## src/sv/postfix_expression_evaluator_macros.svh

```systemverilog
// Assertion helpers for the postfix expression evaluator.
`ifndef POSTFIX_EXPRESSION_EVALUATOR_MACROS_SVH
`define POSTFIX_EXPRESSION_EVALUATOR_MACROS_SVH

// Same-cycle implication, sampled on the rising clock, off during reset.
`define PEE_ASSERT_NOW(label, ante, cons, msg) \
   label: assert property (@(posedge clock) disable iff (reset) (ante) |-> (cons)) \
      else $error(msg);

// Next-cycle implication, sampled on the rising clock, off during reset.
`define PEE_ASSERT_NEXT(label, ante, cons, msg) \
   label: assert property (@(posedge clock) disable iff (reset) (ante) |=> (cons)) \
      else $error(msg);

`endif

```

## src/sv/pee_pkg.sv

```systemverilog
package pee_pkg;

   localparam int STACK_DEPTH_DEF = 16;
   localparam int DATA_W          = 32;
   localparam int DIV_STEPS       = 32;
   localparam int DIV_CNT_W       = $clog2(DIV_STEPS);

   localparam logic [7:0] CH_PLUS  = 8'h2B;
   localparam logic [7:0] CH_MINUS = 8'h2D;
   localparam logic [7:0] CH_STAR  = 8'h2A;
   localparam logic [7:0] CH_SLASH = 8'h2F;
   localparam logic [7:0] CH_ZERO  = 8'h30;
   localparam logic [7:0] CH_NINE  = 8'h39;

   typedef logic [4:0] step_type;

   localparam step_type ST_IDLE   = 5'd0;
   localparam step_type ST_DECODE = 5'd1;
   localparam step_type ST_NUMEND = 5'd2;
   localparam step_type ST_POPB   = 5'd3;
   localparam step_type ST_LDB    = 5'd4;
   localparam step_type ST_POPA   = 5'd5;
   localparam step_type ST_LDA    = 5'd6;
   localparam step_type ST_EXEC   = 5'd7;
   localparam step_type ST_PUSHR  = 5'd8;
   localparam step_type ST_DIVI   = 5'd9;
   localparam step_type ST_DIVS   = 5'd10;
   localparam step_type ST_DIVE   = 5'd11;
   localparam step_type ST_CHK    = 5'd12;
   localparam step_type ST_FIN    = 5'd13;
   localparam step_type ST_FPOP   = 5'd14;
   localparam step_type ST_OWAIT  = 5'd15;
   localparam step_type ST_OUT    = 5'd16;

   typedef enum logic [3:0] {
      ACT_NOP      = 4'd0,
      ACT_TAKE     = 4'd1,
      ACT_DIGIT    = 4'd2,
      ACT_PUSH_ACC = 4'd3,
      ACT_POP      = 4'd4,
      ACT_LD_B     = 4'd5,
      ACT_LD_A     = 4'd6,
      ACT_EXEC     = 4'd7,
      ACT_PUSH_R   = 4'd8,
      ACT_DIV_INIT = 4'd9,
      ACT_DIV_STEP = 4'd10,
      ACT_DIV_END  = 4'd11,
      ACT_LD_OUT   = 4'd12
   } act_type;

   typedef enum logic [2:0] {
      CND_NEVER    = 3'd0,
      CND_ALWAYS   = 3'd1,
      CND_NO_REQ   = 3'd2,
      CND_IS_DIGIT = 3'd3,
      CND_NOT_OP   = 3'd4,
      CND_IS_DIV   = 3'd5,
      CND_DIV_MORE = 3'd6,
      CND_NOT_LAST = 3'd7
   } cnd_type;

   // Output busy is tested through its own flag in the datapath, see ST_OWAIT.
   typedef struct packed {
      act_type  act;
      cnd_type  cnd;
      logic     wait_out;
      step_type target;
   } ctl_type;

   function automatic ctl_type ucode(input step_type s);
      ctl_type w;
      w = '{act: ACT_NOP, cnd: CND_NEVER, wait_out: 1'b0, target: ST_IDLE};
      case (s)
         ST_IDLE:   w = '{ACT_TAKE,     CND_NO_REQ,   1'b0, ST_IDLE};
         ST_DECODE: w = '{ACT_DIGIT,    CND_IS_DIGIT, 1'b0, ST_CHK};
         ST_NUMEND: w = '{ACT_PUSH_ACC, CND_NOT_OP,   1'b0, ST_CHK};
         ST_POPB:   w = '{ACT_POP,      CND_NEVER,    1'b0, ST_IDLE};
         ST_LDB:    w = '{ACT_LD_B,     CND_NEVER,    1'b0, ST_IDLE};
         ST_POPA:   w = '{ACT_POP,      CND_NEVER,    1'b0, ST_IDLE};
         ST_LDA:    w = '{ACT_LD_A,     CND_NEVER,    1'b0, ST_IDLE};
         ST_EXEC:   w = '{ACT_EXEC,     CND_IS_DIV,   1'b0, ST_DIVI};
         ST_PUSHR:  w = '{ACT_PUSH_R,   CND_ALWAYS,   1'b0, ST_CHK};
         ST_DIVI:   w = '{ACT_DIV_INIT, CND_NEVER,    1'b0, ST_IDLE};
         ST_DIVS:   w = '{ACT_DIV_STEP, CND_DIV_MORE, 1'b0, ST_DIVS};
         ST_DIVE:   w = '{ACT_DIV_END,  CND_ALWAYS,   1'b0, ST_PUSHR};
         ST_CHK:    w = '{ACT_NOP,      CND_NOT_LAST, 1'b0, ST_IDLE};
         ST_FIN:    w = '{ACT_PUSH_ACC, CND_NEVER,    1'b0, ST_IDLE};
         ST_FPOP:   w = '{ACT_POP,      CND_NEVER,    1'b0, ST_IDLE};
         ST_OWAIT:  w = '{ACT_NOP,      CND_NEVER,    1'b1, ST_OWAIT};
         ST_OUT:    w = '{ACT_LD_OUT,   CND_ALWAYS,   1'b0, ST_IDLE};
         default:   w = '{ACT_NOP,      CND_ALWAYS,   1'b0, ST_IDLE};
      endcase
      return w;
   endfunction

endpackage

```

## src/sv/postfix_expression_evaluator.sv

```systemverilog
// Postfix expression evaluator.
// req channel: one ASCII character a beat (req_ch) with req_last on the final
// one. Digits build a number; + - * / pop b then a and push a op b (32-bit
// wrap, division truncates toward zero); any other character ends a number.
// rsp channel: one beat per expression, after the beat marked last: popped top
// value (-1 if empty) and sticky underflow, overflow and divide-by-zero flags.
// Control: a microprogram runs each character from a control ROM; a beat is
// taken only while the sequencer sits in its idle step. A digit is decoded and
// checked; other characters push the open number, and + - * / then pop b and a,
// execute (/ in the one-bit-a-cycle restoring divider) and push. A last beat
// pushes any open number and pops the top before the result is registered on rsp.
// The result sits in an output register, so the next expression is taken while
// it waits; only a second result stalls the sequencer until rsp_stall drops.
// Reset clears the sequencer, stack level, number and flags; the stack memory
// itself is not cleared, as only entries below the level are ever used. After
// each result the evaluator returns to that cleared state.
`include "postfix_expression_evaluator_macros.svh"

module postfix_expression_evaluator #(
   parameter int STACK_DEPTH = pee_pkg::STACK_DEPTH_DEF
) (
   input  logic                             clock,
   input  logic                             reset,
   input  logic                             req_valid,
   output logic                             req_stall,
   input  logic [7:0]                       req_ch,
   input  logic                             req_last,
   output logic                             rsp_valid,
   input  logic                             rsp_stall,
   output logic signed [pee_pkg::DATA_W-1:0] rsp_value,
   output logic                             rsp_underflow,
   output logic                             rsp_overflow,
   output logic                             rsp_div_zero
);
   import pee_pkg::*;

   localparam int AW = $clog2(STACK_DEPTH);
   localparam int LW = $clog2(STACK_DEPTH + 1);

   logic [DATA_W-1:0] stack_mem [STACK_DEPTH];

   step_type          upc_ff, upc_in;
   logic [7:0]        ch_ff, ch_in;
   logic              last_ff, last_in;
   logic [LW-1:0]     level_ff, level_in;
   logic [DATA_W-1:0] acc_ff, acc_in;
   logic              in_num_ff, in_num_in;
   logic              under_ff, under_in;
   logic              over_ff, over_in;
   logic              dz_flag_ff, dz_flag_in;
   logic              pop_empty_ff, pop_empty_in;
   logic [DATA_W-1:0] rd_data_ff;
   logic [DATA_W-1:0] a_ff, a_in;
   logic [DATA_W-1:0] b_ff, b_in;
   logic [DATA_W-1:0] r_ff, r_in;
   logic [DATA_W-1:0] dq_ff, dq_in;
   logic [DATA_W-1:0] rem_ff, rem_in;
   logic [DATA_W-1:0] ub_ff, ub_in;
   logic              neg_ff, neg_in;
   logic              dz_ff, dz_in;
   logic [DIV_CNT_W-1:0] cnt_ff, cnt_in;
   logic              rsp_valid_ff, rsp_valid_in;
   logic [DATA_W-1:0] rsp_value_ff, rsp_value_in;
   logic              rsp_under_ff, rsp_under_in;
   logic              rsp_over_ff, rsp_over_in;
   logic              rsp_dz_ff, rsp_dz_in;

   ctl_type           ctl;
   logic              is_digit, is_op, cond_hit, out_busy;
   logic [7:0]        digit_full;
   logic [3:0]        digit;
   logic              push_req, stack_full;
   logic [DATA_W-1:0] push_data;
   logic [LW-1:0]     level_m1;
   logic [AW-1:0]     rd_addr;
   logic [DATA_W-1:0] popped;
   logic [DATA_W:0]   rem_sh, rem_diff;

   assign ctl = ucode(upc_ff);

   always_comb begin
      is_digit = ch_ff inside {[CH_ZERO:CH_NINE]};
      case (ch_ff) inside
         CH_PLUS, CH_MINUS, CH_STAR, CH_SLASH: is_op = 1'b1;
         default:                              is_op = 1'b0;
      endcase
   end

   assign digit_full = ch_ff - CH_ZERO;
   assign digit      = digit_full[3:0];
   assign out_busy   = rsp_valid_ff && rsp_stall;
   assign stack_full = level_ff == LW'(STACK_DEPTH);
   assign level_m1   = level_ff - 1'b1;
   assign rd_addr    = (level_ff == '0) ? '0 : level_m1[AW-1:0];
   assign popped     = pop_empty_ff ? '1 : rd_data_ff;
   assign push_req   = (ctl.act == ACT_PUSH_ACC && in_num_ff) || ctl.act == ACT_PUSH_R;
   assign push_data  = (ctl.act == ACT_PUSH_R) ? r_ff : acc_ff;
   assign rem_sh     = {rem_ff, dq_ff[DATA_W-1]};
   assign rem_diff   = rem_sh - {1'b0, ub_ff};

   // Jump decision of the sequencer.
   always_comb begin
      case (ctl.cnd)
         CND_NEVER:    cond_hit = 1'b0;
         CND_ALWAYS:   cond_hit = 1'b1;
         CND_NO_REQ:   cond_hit = !req_valid;
         CND_IS_DIGIT: cond_hit = is_digit;
         CND_NOT_OP:   cond_hit = !is_op;
         CND_IS_DIV:   cond_hit = ch_ff == CH_SLASH;
         CND_DIV_MORE: cond_hit = cnt_ff != DIV_CNT_W'(DIV_STEPS - 1);
         CND_NOT_LAST: cond_hit = !last_ff;
         default:      cond_hit = 1'b0;
      endcase
      if (ctl.wait_out && out_busy) begin
         upc_in = ctl.target;
      end else if (!ctl.wait_out && cond_hit) begin
         upc_in = ctl.target;
      end else begin
         upc_in = upc_ff + 1'b1;
      end
   end

   assign req_stall = ctl.act != ACT_TAKE;

   always_comb begin
      ch_in        = ch_ff;
      last_in      = last_ff;
      level_in     = level_ff;
      acc_in       = acc_ff;
      in_num_in    = in_num_ff;
      under_in     = under_ff;
      over_in      = over_ff;
      dz_flag_in   = dz_flag_ff;
      pop_empty_in = pop_empty_ff;
      a_in         = a_ff;
      b_in         = b_ff;
      r_in         = r_ff;
      dq_in        = dq_ff;
      rem_in       = rem_ff;
      ub_in        = ub_ff;
      neg_in       = neg_ff;
      dz_in        = dz_ff;
      cnt_in       = cnt_ff;
      rsp_valid_in = rsp_valid_ff && rsp_stall;
      rsp_value_in = rsp_value_ff;
      rsp_under_in = rsp_under_ff;
      rsp_over_in  = rsp_over_ff;
      rsp_dz_in    = rsp_dz_ff;

      if (push_req) begin
         if (stack_full) begin
            over_in = 1'b1;
         end else begin
            level_in = level_ff + 1'b1;
         end
      end

      case (ctl.act)
         ACT_TAKE: begin
            if (req_valid) begin
               ch_in   = req_ch;
               last_in = req_last;
            end
         end
         ACT_DIGIT: begin
            if (is_digit) begin
               acc_in    = {acc_ff[DATA_W-4:0], 3'b000} + {acc_ff[DATA_W-2:0], 1'b0}
                         + {{(DATA_W-4){1'b0}}, digit};
               in_num_in = 1'b1;
            end
         end
         ACT_PUSH_ACC: begin
            acc_in    = '0;
            in_num_in = 1'b0;
         end
         ACT_POP: begin
            if (level_ff == '0) begin
               pop_empty_in = 1'b1;
               under_in     = 1'b1;
            end else begin
               pop_empty_in = 1'b0;
               level_in     = level_m1;
            end
         end
         ACT_LD_B: b_in = popped;
         ACT_LD_A: a_in = popped;
         ACT_EXEC: begin
            case (ch_ff)
               CH_PLUS:  r_in = a_ff + b_ff;
               CH_MINUS: r_in = a_ff - b_ff;
               default:  r_in = a_ff * b_ff;
            endcase
         end
         ACT_DIV_INIT: begin
            dq_in  = a_ff[DATA_W-1] ? -a_ff : a_ff;
            ub_in  = b_ff[DATA_W-1] ? -b_ff : b_ff;
            rem_in = '0;
            cnt_in = '0;
            neg_in = a_ff[DATA_W-1] ^ b_ff[DATA_W-1];
            dz_in  = b_ff == '0;
            if (b_ff == '0) begin
               dz_flag_in = 1'b1;
            end
         end
         ACT_DIV_STEP: begin
            // Restoring step: one quotient bit a cycle.
            if (!rem_diff[DATA_W]) begin
               rem_in = rem_diff[DATA_W-1:0];
               dq_in  = {dq_ff[DATA_W-2:0], 1'b1};
            end else begin
               rem_in = rem_sh[DATA_W-1:0];
               dq_in  = {dq_ff[DATA_W-2:0], 1'b0};
            end
            cnt_in = cnt_ff + 1'b1;
         end
         ACT_DIV_END: begin
            if (dz_ff) begin
               r_in = '0;
            end else begin
               r_in = neg_ff ? -dq_ff : dq_ff;
            end
         end
         ACT_LD_OUT: begin
            rsp_valid_in = 1'b1;
            rsp_value_in = popped;
            rsp_under_in = under_ff;
            rsp_over_in  = over_ff;
            rsp_dz_in    = dz_flag_ff;
            // Drop what is left of this expression.
            level_in     = '0;
            acc_in       = '0;
            in_num_in    = 1'b0;
            under_in     = 1'b0;
            over_in      = 1'b0;
            dz_flag_in   = 1'b0;
         end
         default: begin
         end
      endcase
   end

   always_ff @(posedge clock) begin
      if (push_req && !stack_full) begin
         stack_mem[level_ff[AW-1:0]] <= push_data;
      end
      // Hold the popped word until it is used; the final pop may wait on rsp.
      if (ctl.act == ACT_POP) begin
         rd_data_ff <= stack_mem[rd_addr];
      end
   end

   always_ff @(posedge clock) begin
      if (reset) begin
         upc_ff       <= ST_IDLE;
         level_ff     <= '0;
         acc_ff       <= '0;
         in_num_ff    <= 1'b0;
         under_ff     <= 1'b0;
         over_ff      <= 1'b0;
         dz_flag_ff   <= 1'b0;
         rsp_valid_ff <= 1'b0;
      end else begin
         upc_ff       <= upc_in;
         level_ff     <= level_in;
         acc_ff       <= acc_in;
         in_num_ff    <= in_num_in;
         under_ff     <= under_in;
         over_ff      <= over_in;
         dz_flag_ff   <= dz_flag_in;
         rsp_valid_ff <= rsp_valid_in;
      end
   end

   always_ff @(posedge clock) begin
      ch_ff        <= ch_in;
      last_ff      <= last_in;
      pop_empty_ff <= pop_empty_in;
      a_ff         <= a_in;
      b_ff         <= b_in;
      r_ff         <= r_in;
      dq_ff        <= dq_in;
      rem_ff       <= rem_in;
      ub_ff        <= ub_in;
      neg_ff       <= neg_in;
      dz_ff        <= dz_in;
      cnt_ff       <= cnt_in;
      rsp_value_ff <= rsp_value_in;
      rsp_under_ff <= rsp_under_in;
      rsp_over_ff  <= rsp_over_in;
      rsp_dz_ff    <= rsp_dz_in;
   end

   assign rsp_valid     = rsp_valid_ff;
   assign rsp_value     = rsp_value_ff;
   assign rsp_underflow = rsp_under_ff;
   assign rsp_overflow  = rsp_over_ff;
   assign rsp_div_zero  = rsp_dz_ff;

   `PEE_ASSERT_NOW(a_level_bound, 1'b1, level_ff <= LW'(STACK_DEPTH), "stack level beyond depth")
   `PEE_ASSERT_NEXT(a_take_decode, req_valid && !req_stall, upc_ff == ST_DECODE, "beat not decoded")
   `PEE_ASSERT_NOW(a_no_overwrite, ctl.act == ACT_LD_OUT, !out_busy, "result overwritten")
   `PEE_ASSERT_NOW(a_div_full, upc_ff == ST_DIVE, $past(upc_ff) == ST_DIVS, "divider cut short")

endmodule

```

## config.mk

```make
export PLATFORM = sky130hd
export DESIGN_NAME = postfix_expression_evaluator
export DESIGN_NICKNAME = d
export VERILOG_FILES = /design/src/sv/pee_pkg.sv /design/src/sv/postfix_expression_evaluator.sv
export VERILOG_INCLUDE_DIRS = /design/src /design/src/sv
export SDC_FILE = /design/constraint.sdc
export NUM_CORES = 2
export LEC_CHECK = 0
export ABC_CLOCK_PERIOD_IN_PS = 9500
export BUFFER_PORTS_ARGS = -buffer_cell sky130_fd_sc_hd__buf_2
export CAP_MARGIN = 15
export CORE_MARGIN = 1.5
export CORE_UTILIZATION = 55
export CTS_CLUSTER_SIZE = 20
export DETAILED_ROUTE_END_ITERATION = 16
export HOLD_SLACK_MARGIN = 0.15
export MAX_ROUTING_LAYER = met4
export PLACE_DENSITY = 0.71
export SYNTH_ARGS = -nofsm -noshare
export SYNTH_HDL_FRONTEND = slang
export SYNTH_SLANG_ARGS = --single-unit
```

## constraint.sdc

```tcl
create_clock -name clock -period 9.5 [get_ports clock]
set_clock_uncertainty 0.2 [all_clocks]
set_input_delay 0.475 -clock clock [delete_from_list [all_inputs] [get_ports clock]]
set_output_delay 0.475 -clock clock [all_outputs]
set_load 0.005 [all_outputs]
```

==> key figures <==
Worst hold path
  – Hold worst-path end: ch_ff[3]
  – Hold Path Depth: 2
  – Min-delay src: req_valid
  – Worst Hold Class: in2reg

Critical path
  – WS Path Type: reg2reg
  – Critical-path maximum fanout: 34
  – CP dominant cell by count: fa_1
  – Critical Path RT: roughly 9.7 ns
  – Ordered list of cells on the worst path: and2_1, fa_1, inv_1, fa_1, fa_1, fa_1, inv_1, fa_1, inv_1, fa_1, inv_1, fa_1, fa_1, ha_1, a21o_1, a21o_1, a221o_1, nand4_1, nand3_1, a21o_1, a21oi_1, nor2b_1, o311ai_0, o221ai_1
  – Worst Reg-to-Reg Cells: 24
  – Worst Setup End Kind: flip-flop
  – Crit path DAT: approximately 8.6 ns
  – Max stage delay on crit path: 0.83 ns
  – Capturing point of the worst reg2reg path: r_ff[27]
  – Worst r2r src: b_ff[2]
  – CP startpoint kind: flip-flop
  – Worst R2R Setup Slack: 1.10 ns
  – Slowest cell on the critical path: edfxtp_1

Synthesis
  – Syn avg cell area: 11.2 um2
  – Yosys top cell by area: edfxtp_1
  – Mapped Cells: 5029
  – Primary FF master, synth: edfxtp_1
  – Sequential fraction of the synthesis area: 44.1%
  – Syn_nets: 5714
  – Synth warn: 0
  – Synth async-reset ratio: 0%
  – Syn Std Cell Area: 0.0563 mm2
  – Post-synth top area share: 42.0%
  – Post-synth EDFFs: 788
  – Largest cells by area after synthesis: edfxtp_1 42%, fa_1 15%, ha_1 5.8%, and2_1 4.3%, nand2_1 3.5%
  – Seq cells post-synth: 847
  – Distinct cells, synth: 79

Clock tree
  – CTS tree: done
  – Clock sink count: 847
  – CTS buffer count: between 80 and 90
  – Post_cts resized: 0
  – H-tree depth: 3
  – Setup repair bufs after CTS: 0
  – CTS root buffer: clkbuf_16
  – CTS Buffer Depth: 3
  – Clock-pin slew on the worst setup and hold paths: approximately 0.060 ns
  – Hold_buf cts: 11
  – Clock Latency Late Sink: 0.70 ns

Placement
  – Cell Area, Placed: 0.0581 mm2
  – RePlAce Congestion: 0.977
  – Setup WS pre-CTS: ~1.2 ns
  – Dpl hpwl: 100000 um
  – I/O Buffers: 49

Global routing
  – Vias in the first global route: between 30000 and 40000
  – Gr usage total: 30.3%
  – First-pass GRT wire length: roughly 230000 um
  – GRT overflow: 0
  – Largest net degree at the start of global routing: 198
  – Initial antenna violation count: 3

Detailed routing
  – Total vias in the final route: 38360
  – DRC viols: 0
  – Routed wire length: 150000 um
  – DRT antenna net count: 0
  – Pre-antenna DRT Iters: 5
  – Post-detailed-route via-to-cell ratio: 5.97
  – Routed len/inst: about 23 um
  – Initial drt markers: 3561

Floorplanning
  – Rows: between 100 and 150
  – Die height: between 300 and 400 um
  – Ports: 50
  – Die Width: 323 um
  – Die ar.: 0.104 mm2
  – CORE AREA: 0.102 mm2
  – Starting density of the core: 55.4%

Flow run
  – Max_cap viols: 0

STA
  – Final setup viols: 0
  – Fin. Hold Viols: 0
  – RSZ-0062 raised after global routing: false
  – Fmax: 119 MHz
  – Slew Limit Headroom: 23.8%
  – Final worst slack: ~1.1 ns
  – Setup TNS: 0 ns
  – Crit share post-route: 88.4%
  – Slew Viols, Final: 0
  – Crit path time final: 8.40 ns
  – Worst-Margin Slew: around 1.1 ns

Cells and area
  – Fin area: 0.0611 mm2
  – Synth-to-layout area growth: 8.49%
  – Commonest non-fill, non-tap cells in the layout: 788 x edfxtp_1, 528 x nand2_1, 444 x inv_1, 412 x fa_1, 385 x and2_1
  – Layout cell share with drive strength beyond 1: 8.77%
  – Commonest non-fill, non-tap cell in the layout: edfxtp_1
  – # nets final: 5670

Outcome
  – Outcome: complete, no violations
## Yosys cell counts (17+ instances only)
master / n
nor2_1: 196
inv_1: 446
clkbuf_1: 272
and2_1: 386
dfxtp_1: 59
mux2i_1: 30
and3_1: 22
o21a_1: 17
a31oi_1: 82
nand3_1: 24
o22ai_1: 25
nor2b_1: 28
xnor2_1: 162
edfxtp_1: 788
a21oi_1: 129
nand2_1: 530
xor2_1: 126
a211oi_1: 82
or3_1: 159
a22oi_1: 26
o211ai_1: 69
o21ai_0: 266
mux2_2: 34
a21o_1: 44
or2_2: 48
ha_1: 260
o31ai_1: 42
nand2b_1: 29
nor3_1: 27
o21bai_1: 19
fa_1: 412
mux4_2: 32
## how the worst max path moves through the flow
stage                     endpoint    start  cells after the start  slack (ns)
after CTS                 r_ff[31]  b_ff[2]                     24        1.15
after detailed placement  r_ff[31]  b_ff[2]                     24        1.16
final                     r_ff[27]  b_ff[2]                     24        1.10
after floorplan           r_ff[31]  b_ff[6]                     26        1.84
after global routing      r_ff[31]  b_ff[2]                     24        0.79
after global placement    r_ff[31]  b_ff[2]                     24        1.17
## registers in the layout, summed over array words and instances, names as in the netlist, 5 cells and up
signal,flops
ctl,12
ub_ff,32
r_ff,32
acc_ff,32
ch_ff,8
a_ff,32
cnt_ff,5
rem_ff,32
b_ff,32
rsp_value,32
dq_ff,32
upc_ff,5
stack_mem,512
level_ff,5
rd_data_ff,32
## through the flow
| stage | instances | hold slack, ns | utilization (%) |
|---|---|---|---|
| global placement | 6250 | 0.225 | 57.1 |
| detailed placement | 6250 | 0.227 | 57.1 |
| floorplan | 5029 | 0.209 | - |
| global route | 6430 | 0.195 | 60.1 |
| finish | 6430 | 0.196 | 60.1 |
| CTS | 6428 | 0.165 | 60.1 |
## worst max-delay path: cells and delay by family, from the launching register on
family	cells	cell delay, ns
adders and majority gates	9	4.38
DFF	1	0.83
and+or+nand+nor	4	0.64
buffers and inverters	4	0.21
AOI/OAI and AO/OA	7	1.83
## area by class of cell
cell class	count	area [um2]
Antenna cell	1	2.50
Clock buffer	113	2370
Clock inverter	54	508
Fill cell	8182	40600
Inverter	446	1680
Multi-Input combinational cell	3447	28900
Sequential cell	847	24800
Tap cell	1368	1710
Timing Repair Buffer	154	1070
## routing by layer
metal	global-route usage [%]	wire length (um)
met2	47.7	70900
met3	4.32	11400
met5	-	0
met4	10.0	5270
met1	40.7	62000
## cells by family (layout without fill, tap and decap cells)
group | after synthesis | after routing | synth area share (%)
other cells | 0 | 1 | 0
flops | 847 | 847 | 44.1
mux | 96 | 96 | 2.49
buf+inv | 735 | 767 | 4.92
fa+ha+maj | 672 | 672 | 20.4
simple gates | 1510 | 1510 | 13.7
xor+xnor | 288 | 288 | 4.48
compound gates | 881 | 881 | 9.94
Power is left out: the tool's default activity adds up to more than one toggle a clock period on the data nets, which glitch-free logic cannot reach.
